--- config.mk ---
export PLATFORM = sky130hd
export DESIGN_NAME = branch_condition_unit
export DESIGN_NICKNAME = d
export VERILOG_FILES = /design/src/rtl/bcu_pkg.sv /design/src/rtl/bcu_cond.sv /design/src/rtl/bcu_exec.sv /design/src/rtl/branch_condition_unit.sv
export SDC_FILE = /design/constraint.sdc
export NUM_CORES = 1
export LEC_CHECK = 0
export CAP_MARGIN = 40
export CORE_MARGIN = 2
export CORE_UTILIZATION = 65
export CTS_BUF_LIST = sky130_fd_sc_hd__clkbuf_4 sky130_fd_sc_hd__clkbuf_8
export DETAILED_ROUTE_END_ITERATION = 10
export DONT_BUFFER_PORTS = 1
export HOLD_SLACK_MARGIN = 0.08
export PLACE_DENSITY_LB_ADDON = 0.3
export SYNTH_ARGS = -nofsm -noshare
export SYNTH_HDL_FRONTEND = slang
export SYNTH_SLANG_ARGS = --single-unit
export TNS_END_PERCENT = 100
--- constraint.sdc ---
create_clock -name clk -period 7.53 [get_ports clk]
set_clock_uncertainty 0.05 [all_clocks]
set_input_delay 0.753 -clock clk [delete_from_list [all_inputs] [get_ports clk]]
set_output_delay 0.753 -clock clk [all_outputs]
set_load 0.01 [all_outputs]
--- src/rtl/bcu_pkg.sv ---
// ----------------------------------------------------------------------------
// bcu_pkg
// Types and constants shared by the branch condition unit: condition codes,
// register write kinds, status codes, cycle charges and the result record.
// ----------------------------------------------------------------------------
`default_nettype none

package bcu_pkg;

  // The sixteen standard condition codes, opcode bits 11..8.
  typedef enum logic [3:0] {
    COND_T  = 4'h0,
    COND_F  = 4'h1,
    COND_HI = 4'h2,
    COND_LS = 4'h3,
    COND_CC = 4'h4,
    COND_CS = 4'h5,
    COND_NE = 4'h6,
    COND_EQ = 4'h7,
    COND_VC = 4'h8,
    COND_VS = 4'h9,
    COND_PL = 4'hA,
    COND_MI = 4'hB,
    COND_GE = 4'hC,
    COND_LT = 4'hD,
    COND_GT = 4'hE,
    COND_LE = 4'hF
  } cond_t;

  // Opcode line codes, opcode bits 15..12.
  localparam logic [3:0] LINE_QUICK  = 4'h5;
  localparam logic [3:0] LINE_BRANCH = 4'h6;

  // Size field value that marks DBcc and Scc, and their mode fields.
  localparam logic [1:0] SIZE_SCC    = 2'b11;
  localparam logic [2:0] MODE_DREG   = 3'd0;
  localparam logic [2:0] MODE_DBCC   = 3'd1;

  // Register write kinds.
  localparam logic [1:0] WK_NONE = 2'd0;
  localparam logic [1:0] WK_WORD = 2'd1;
  localparam logic [1:0] WK_BYTE = 2'd2;

  // Status codes.
  localparam logic STATUS_OK    = 1'b0;
  localparam logic STATUS_UNSUP = 1'b1;

  // Clock cycles charged per instruction outcome.
  localparam logic [4:0] CYC_BRANCH      = 5'd10;
  localparam logic [4:0] CYC_BSR         = 5'd18;
  localparam logic [4:0] CYC_BCC_WORD_NT = 5'd12;
  localparam logic [4:0] CYC_BCC_BYTE_NT = 5'd8;
  localparam logic [4:0] CYC_DB_EXPIRED  = 5'd14;
  localparam logic [4:0] CYC_SCC_TRUE    = 5'd6;
  localparam logic [4:0] CYC_SCC_FALSE   = 5'd4;

  // Scc byte values.
  localparam logic [15:0] SCC_SET   = 16'h00FF;
  localparam logic [15:0] SCC_CLEAR = 16'h0000;

  // DBcc counter value that ends the loop.
  localparam logic [15:0] COUNT_EXPIRED = 16'hFFFF;

  // One result record.
  typedef struct packed {
    logic [31:0] next_pc;
    logic        branch_taken;
    logic        push_return;
    logic [31:0] return_addr;
    logic [2:0]  dest_reg;
    logic [1:0]  reg_write_kind;
    logic [15:0] reg_value;
    logic [4:0]  cycles;
    logic        uses_ext;
    logic        status;
  } res_t;

endpackage

`default_nettype wire

--- src/rtl/bcu_cond.sv ---
// ----------------------------------------------------------------------------
// bcu_cond
// Evaluates one of the sixteen standard conditions against N, Z, V and C.
// ----------------------------------------------------------------------------
`default_nettype none

module bcu_cond (
  input  wire bcu_pkg::cond_t cond,
  input  wire logic [3:0]     nzvc,
  output logic                cond_ok
);

  logic n, z, v, c;

  assign n = nzvc[3];
  assign z = nzvc[2];
  assign v = nzvc[1];
  assign c = nzvc[0];

  // Condition decoder.
  always_comb begin
    unique case (cond)
      bcu_pkg::COND_T:  cond_ok = 1'b1;
      bcu_pkg::COND_F:  cond_ok = 1'b0;
      bcu_pkg::COND_HI: cond_ok = !c && !z;
      bcu_pkg::COND_LS: cond_ok = c || z;
      bcu_pkg::COND_CC: cond_ok = !c;
      bcu_pkg::COND_CS: cond_ok = c;
      bcu_pkg::COND_NE: cond_ok = !z;
      bcu_pkg::COND_EQ: cond_ok = z;
      bcu_pkg::COND_VC: cond_ok = !v;
      bcu_pkg::COND_VS: cond_ok = v;
      bcu_pkg::COND_PL: cond_ok = !n;
      bcu_pkg::COND_MI: cond_ok = n;
      bcu_pkg::COND_GE: cond_ok = (n == v);
      bcu_pkg::COND_LT: cond_ok = (n != v);
      bcu_pkg::COND_GT: cond_ok = !z && (n == v);
      bcu_pkg::COND_LE: cond_ok = z || (n != v);
    endcase
  end

endmodule

`default_nettype wire

--- src/rtl/bcu_exec.sv ---
// ----------------------------------------------------------------------------
// bcu_exec
// Decodes one instruction word and works out its result record: target and
// fall-through addresses, BSR return address, DBcc/Scc register write and
// cycle charge.
// ----------------------------------------------------------------------------
`default_nettype none

module bcu_exec (
  input  wire logic [15:0]   opcode,
  input  wire logic [31:0]   instr_pc,
  input  wire logic [15:0]   ext_word,
  input  wire logic [3:0]    nzvc,
  input  wire logic [15:0]   count_in,
  output bcu_pkg::res_t      res
);

  bcu_pkg::cond_t cond;
  logic           cond_ok;
  logic           is_bcc;
  logic           is_dbcc;
  logic           is_scc;
  logic           short_disp;
  logic [31:0]    disp;
  logic [31:0]    target;
  logic [31:0]    pc_plus2;
  logic [15:0]    count_dec;
  logic           go;

  assign cond = bcu_pkg::cond_t'(opcode[11:8]);

  bcu_cond u_cond (
    .cond    (cond),
    .nzvc    (nzvc),
    .cond_ok (cond_ok)
  );

  // Instruction class decode.
  assign is_bcc  = (opcode[15:12] == bcu_pkg::LINE_BRANCH);
  assign is_dbcc = (opcode[15:12] == bcu_pkg::LINE_QUICK) &&
                   (opcode[7:6] == bcu_pkg::SIZE_SCC) &&
                   (opcode[5:3] == bcu_pkg::MODE_DBCC);
  assign is_scc  = (opcode[15:12] == bcu_pkg::LINE_QUICK) &&
                   (opcode[7:6] == bcu_pkg::SIZE_SCC) &&
                   (opcode[5:3] == bcu_pkg::MODE_DREG);

  // A non-zero low byte is a short displacement; otherwise the word follows.
  assign short_disp = is_bcc && (opcode[7:0] != 8'h00);
  assign disp       = short_disp ? {{24{opcode[7]}}, opcode[7:0]}
                                 : {{16{ext_word[15]}}, ext_word};
  assign target     = instr_pc + disp;
  assign pc_plus2   = instr_pc + 32'd2;
  assign count_dec  = count_in - 16'd1;

  // BRA and BSR always go; the other branches follow the condition.
  assign go = cond_ok || (cond == bcu_pkg::COND_F);

  // Result record.
  always_comb begin
    res                = '0;
    res.next_pc        = instr_pc;
    res.reg_write_kind = bcu_pkg::WK_NONE;
    res.status         = bcu_pkg::STATUS_OK;
    if (is_bcc) begin
      res.uses_ext = !short_disp;
      if (cond == bcu_pkg::COND_F) begin
        res.push_return = 1'b1;
        res.return_addr = short_disp ? instr_pc : pc_plus2;
        res.cycles      = bcu_pkg::CYC_BSR;
      end else if (go) begin
        res.cycles = bcu_pkg::CYC_BRANCH;
      end else begin
        res.cycles = short_disp ? bcu_pkg::CYC_BCC_BYTE_NT : bcu_pkg::CYC_BCC_WORD_NT;
      end
      if (go) begin
        res.branch_taken = 1'b1;
        res.next_pc      = target;
      end else begin
        res.next_pc = short_disp ? instr_pc : pc_plus2;
      end
    end else if (is_dbcc) begin
      res.uses_ext = 1'b1;
      if (cond_ok) begin
        res.next_pc = pc_plus2;
        res.cycles  = bcu_pkg::CYC_BCC_WORD_NT;
      end else begin
        res.dest_reg       = opcode[2:0];
        res.reg_write_kind = bcu_pkg::WK_WORD;
        res.reg_value      = count_dec;
        if (count_dec != bcu_pkg::COUNT_EXPIRED) begin
          res.branch_taken = 1'b1;
          res.next_pc      = target;
          res.cycles       = bcu_pkg::CYC_BRANCH;
        end else begin
          res.next_pc = pc_plus2;
          res.cycles  = bcu_pkg::CYC_DB_EXPIRED;
        end
      end
    end else if (is_scc) begin
      res.dest_reg       = opcode[2:0];
      res.reg_write_kind = bcu_pkg::WK_BYTE;
      res.reg_value      = cond_ok ? bcu_pkg::SCC_SET : bcu_pkg::SCC_CLEAR;
      res.cycles         = cond_ok ? bcu_pkg::CYC_SCC_TRUE : bcu_pkg::CYC_SCC_FALSE;
    end else begin
      res.status = bcu_pkg::STATUS_UNSUP;
    end
  end

endmodule

`default_nettype wire

--- src/rtl/branch_condition_unit.sv ---
// ----------------------------------------------------------------------------
// branch_condition_unit
// Executes BRA, BSR, Bcc, DBcc and Scc to a data register, one instruction
// per beat, through an input register and a result register.
//
//   Channel   Handshake              Payload
//   in_       in_valid / in_ready    opcode, instr_pc, ext_word, flags, count_in
//   out_      out_valid / out_ready  next_pc ... status (ten fields)
//
// One beat is accepted per cycle while in_ready is high; each beat passes the
// input register and then the result register, with decode, condition test and
// two 32-bit adds in a single pass between the two.
// Reset clears both stage valid flags; payload registers are not reset.
// While the result is stalled the input register still fills, and in_ready
// drops only when both stages hold a beat.
// ----------------------------------------------------------------------------
`default_nettype none

module branch_condition_unit (
  input  wire logic        clk,
  input  wire logic        rst_n,
  input  wire logic        in_valid,
  output logic             in_ready,
  input  wire logic [15:0] in_opcode,
  input  wire logic [31:0] in_instr_pc,
  input  wire logic [15:0] in_ext_word,
  input  wire logic [4:0]  in_flags,
  input  wire logic [15:0] in_count_in,
  output logic             out_valid,
  input  wire logic        out_ready,
  output logic [31:0]      out_next_pc,
  output logic             out_branch_taken,
  output logic             out_push_return,
  output logic [31:0]      out_return_addr,
  output logic [2:0]       out_dest_reg,
  output logic [1:0]       out_reg_write_kind,
  output logic [15:0]      out_reg_value,
  output logic [4:0]       out_cycles,
  output logic             out_uses_ext,
  output logic             out_status
);

  logic          s1_valid_r, s1_valid_nxt;
  logic [15:0]   s1_opcode_r;
  logic [31:0]   s1_pc_r;
  logic [15:0]   s1_ext_r;
  logic [3:0]    s1_nzvc_r;
  logic [15:0]   s1_count_r;
  logic          out_valid_r, out_valid_nxt;
  bcu_pkg::res_t res_r;
  bcu_pkg::res_t res_nxt;
  logic          s2_load;

  // Stage advance control.
  assign s2_load  = !out_valid_r || out_ready;
  assign in_ready = !s1_valid_r || s2_load;

  always_comb begin
    s1_valid_nxt  = in_ready ? in_valid : s1_valid_r;
    out_valid_nxt = s2_load ? s1_valid_r : out_valid_r;
  end

  // Valid flags.
  always_ff @(posedge clk) begin
    if (!rst_n) begin
      s1_valid_r  <= 1'b0;
      out_valid_r <= 1'b0;
    end else begin
      s1_valid_r  <= s1_valid_nxt;
      out_valid_r <= out_valid_nxt;
    end
  end

  // Input register; the X flag plays no part in any condition.
  always_ff @(posedge clk) begin
    if (in_ready && in_valid) begin
      s1_opcode_r <= in_opcode;
      s1_pc_r     <= in_instr_pc;
      s1_ext_r    <= in_ext_word;
      s1_nzvc_r   <= in_flags[3:0];
      s1_count_r  <= in_count_in;
    end
  end

  bcu_exec u_exec (
    .opcode   (s1_opcode_r),
    .instr_pc (s1_pc_r),
    .ext_word (s1_ext_r),
    .nzvc     (s1_nzvc_r),
    .count_in (s1_count_r),
    .res      (res_nxt)
  );

  // Result register.
  always_ff @(posedge clk) begin
    if (s2_load && s1_valid_r) begin
      res_r <= res_nxt;
    end
  end

  assign out_valid          = out_valid_r;
  assign out_next_pc        = res_r.next_pc;
  assign out_branch_taken   = res_r.branch_taken;
  assign out_push_return    = res_r.push_return;
  assign out_return_addr    = res_r.return_addr;
  assign out_dest_reg       = res_r.dest_reg;
  assign out_reg_write_kind = res_r.reg_write_kind;
  assign out_reg_value      = res_r.reg_value;
  assign out_cycles         = res_r.cycles;
  assign out_uses_ext       = res_r.uses_ext;
  assign out_status         = res_r.status;

endmodule

`default_nettype wire

==> impl_results.md <==
- Status: finished clean
- WP data arrival: 5200 ps
- Most frequent cells in the layout: edfxtp_1, nand2_1, nor2_1
- Post-synth top area share: 52.7%
- Routed wire length per instance: 20.9 um
- First-pass GRT wire length: 36900 um
- Hpwl dp: 17200 um
- Die W: 128 um
- Rel. slew slack: 44.9%
- RD Place Congestion: 0.940
- Post-CTS Setup Bufs: 0
- CP max FO: 17
- Vias in the first global route: 7064
- Share of layout cells above drive strength 1: 6.79%
- H-tree depth: 4
- Adder-cell share of the synthesized area: 4.32%
- Synth async-reset ratio: 0%
- Placement Setup Slack: 2650 ps
- Power Total: 2.17 mW
- Proportion of synthesized area in mux cells: 0.611%
- Largest net degree at the start of global routing: 55
- GRT Total Usage: 29.7%
- Compound-Gate Fraction of Synth Area: 16.1%
- Worst skew pair latency: 470 ps
- Setup_tns: 0 ps
- IO buf count: 0
- Initial DRC count: 721
- GRT Residual Overflow: 0
- Library cells used by synthesis: 73
- Cts bufs inserted: 17
- Synth Area in XOR/XNOR: 5.50%
- Number of gates resized after cts: 0
- DR DRC count: 0
- Worst slew pin tran: 815 ps
- Vias post-DR: 7537
- Max-slew violations: 0
- I/O pin count: 185
- Worst Setup Slack, final: 2580 ps
- Die area: 16400 um^2
- Post-route minimum period: 4950 ps
- Clock Sinks: 178
- Final setup violation count: 0
- Fmax achieved: 202 MHz
- P_leak: 3.72 nW
- Most common cell after layout, fill and taps aside: edfxtp_1
- Hold Fails Final Rpt: 0
- Antenna violations before repair: 0
- Synth Instances: 959
- Antenna Cells: 0
- Critical Path Source Type: flip-flop
- Period Utilization, post-route: 65.7%
- Top FF cell, synth: edfxtp_1
- Hold Crit Class: input pin to flip-flop
- CTS Hold Bufs: 0
- CP Class: flip-flop to flip-flop
- Worst Path Required: 7780 ps
- Synth Net Count: 1082
- Post-synthesis sequential area ratio: 53.1%
- Final #Nets: 1067
- Post-Synth Simple-Gate Area: 17.5%
- Initial core utilization: 66.2%
- CTS tree: yes
- Antenna Nets Post-Route: 0
- Synth Warn #: 0
- Max VDD drop: 160 uV
- Setup repair after global routing missed its margin: no
- FP Rows: 45
- WL final: 24000 um
- Worst Reg-to-Reg Cells: 14
- Synth area leader: edfxtp_1
- Die H: 128 um
- Placed inst area: 10200 um^2
- Cell Area, Synth: 10000 um^2
- Hold Path Depth: 0
- Max_cap viols: 0
- Via density: 6.58
- Root buf cell: clkbuf_8
- CP Capture Type: flip-flop
- Post-synth EDFFs: 176
- Mean Syn Cell Area: 10.5 um^2
- Synth top area cells: edfxtp_1, nand2_1, ha_1
- Post-route cell area: 10600 um^2
- Area Growth Syn to Fin: 5.84%
- CTS clk-pin slew, worst paths: 100 ps
- Core ar.: 15100 um^2
- Synth Register Bits: 178
- Pre-antenna DRT Iters: 5
- Max Root-Sink Buffers: 2
- Largest family of logic cells by synthesized area: simple AND/OR/NAND/NOR gates
- Power Dens Cells: 204 nW/um^2
==> cells in the mapped netlist (all sizes together), types with 17 or more instances <==
cell type    n
edfxtp     176
a21oi       73
xnor2       32
ha          33
nand2      115
nor2        74
o21ai       71
xor2        31
clkbuf      35
a21o        21
or3         19
inv         23
nand4       17
nand3       33
==> through the flow <==
| step | cells | hold slack (ps) | util (%) |
|---|---|---|---|
| after detailed placement | 1113 | 450 | 67.4 |
| after global placement | 1109 | 458 | 67.0 |
| final | 1145 | 324 | 70.1 |
| after CTS | 1145 | 301 | 70.1 |
| after global routing | 1145 | 299 | 70.1 |
| after floorplan | 959 | 427 | - |
==> routing by layer <==
metal  track usage (%)  vias to the layer above  wire length (um)
met1              37.6                     3524              9550
met3              6.80                       62              2000
met5                 0                        -                 0
li1                  -                     3577                 -
met4              12.9                        0               797
met2              49.1                      374             11600
==> critical path, stage by stage (launching register included) <==
cell      delay, ps
edfxtp_1        430
nor4bb_2        300
buf_4           260
nand2_1         230
a21boi_0        590
inv_1           490
ha_1            550
a21oi_1         150
o21ai_0         320
nand2b_1        150
a31oi_1         100
a211oi_1        520
o21ai_0         220
and4_1          230
o31ai_1         180
==> power breakdown <==
| part | switching (mW) | internal (mW) | leakage [nW] |
|---|---|---|---|
| registers | 0.0610 | 1.15 | 1.66 |
| logic | 0.183 | 0.115 | 1.85 |
| clock network | 0.365 | 0.293 | 0.210 |
==> final cells by class <==
cell class / count / area, um^2
Clock buffer: 19 / 262
Timing Repair Buffer: 11 / 123
Clock inverter: 13 / 143
Tap cell: 188 / 235
Inverter: 23 / 86.3
Multi-Input combinational cell: 713 / 4440
Sequential cell: 178 / 5330
Fill cell: 1128 / 4530
==> cells by family (layout without fill, tap and decap cells) <==
kind of cell | Yosys count | after routing
buffers and inverters | 68 | 66
AO/OA/AOI/OAI | 252 | 252
other | 1 | 1
flip-flops | 178 | 178
XOR/XNOR | 63 | 63
multiplexers | 6 | 6
adder cells (fa/ha/maj) | 34 | 34
AND/OR/NAND/NOR | 357 | 357
==> path summary, 6_finish.rpt <==
path	start	slack [ps]	to
min reg2reg	s1_valid_r	480	out_valid
min	in_ext_word[5]	320	s1_ext_r[5]
max reg2reg	s1_opcode_r[12]	2580	out_next_pc[31]
max	s1_opcode_r[12]	2580	out_next_pc[31]
Power figures use the tool's default switching activity.
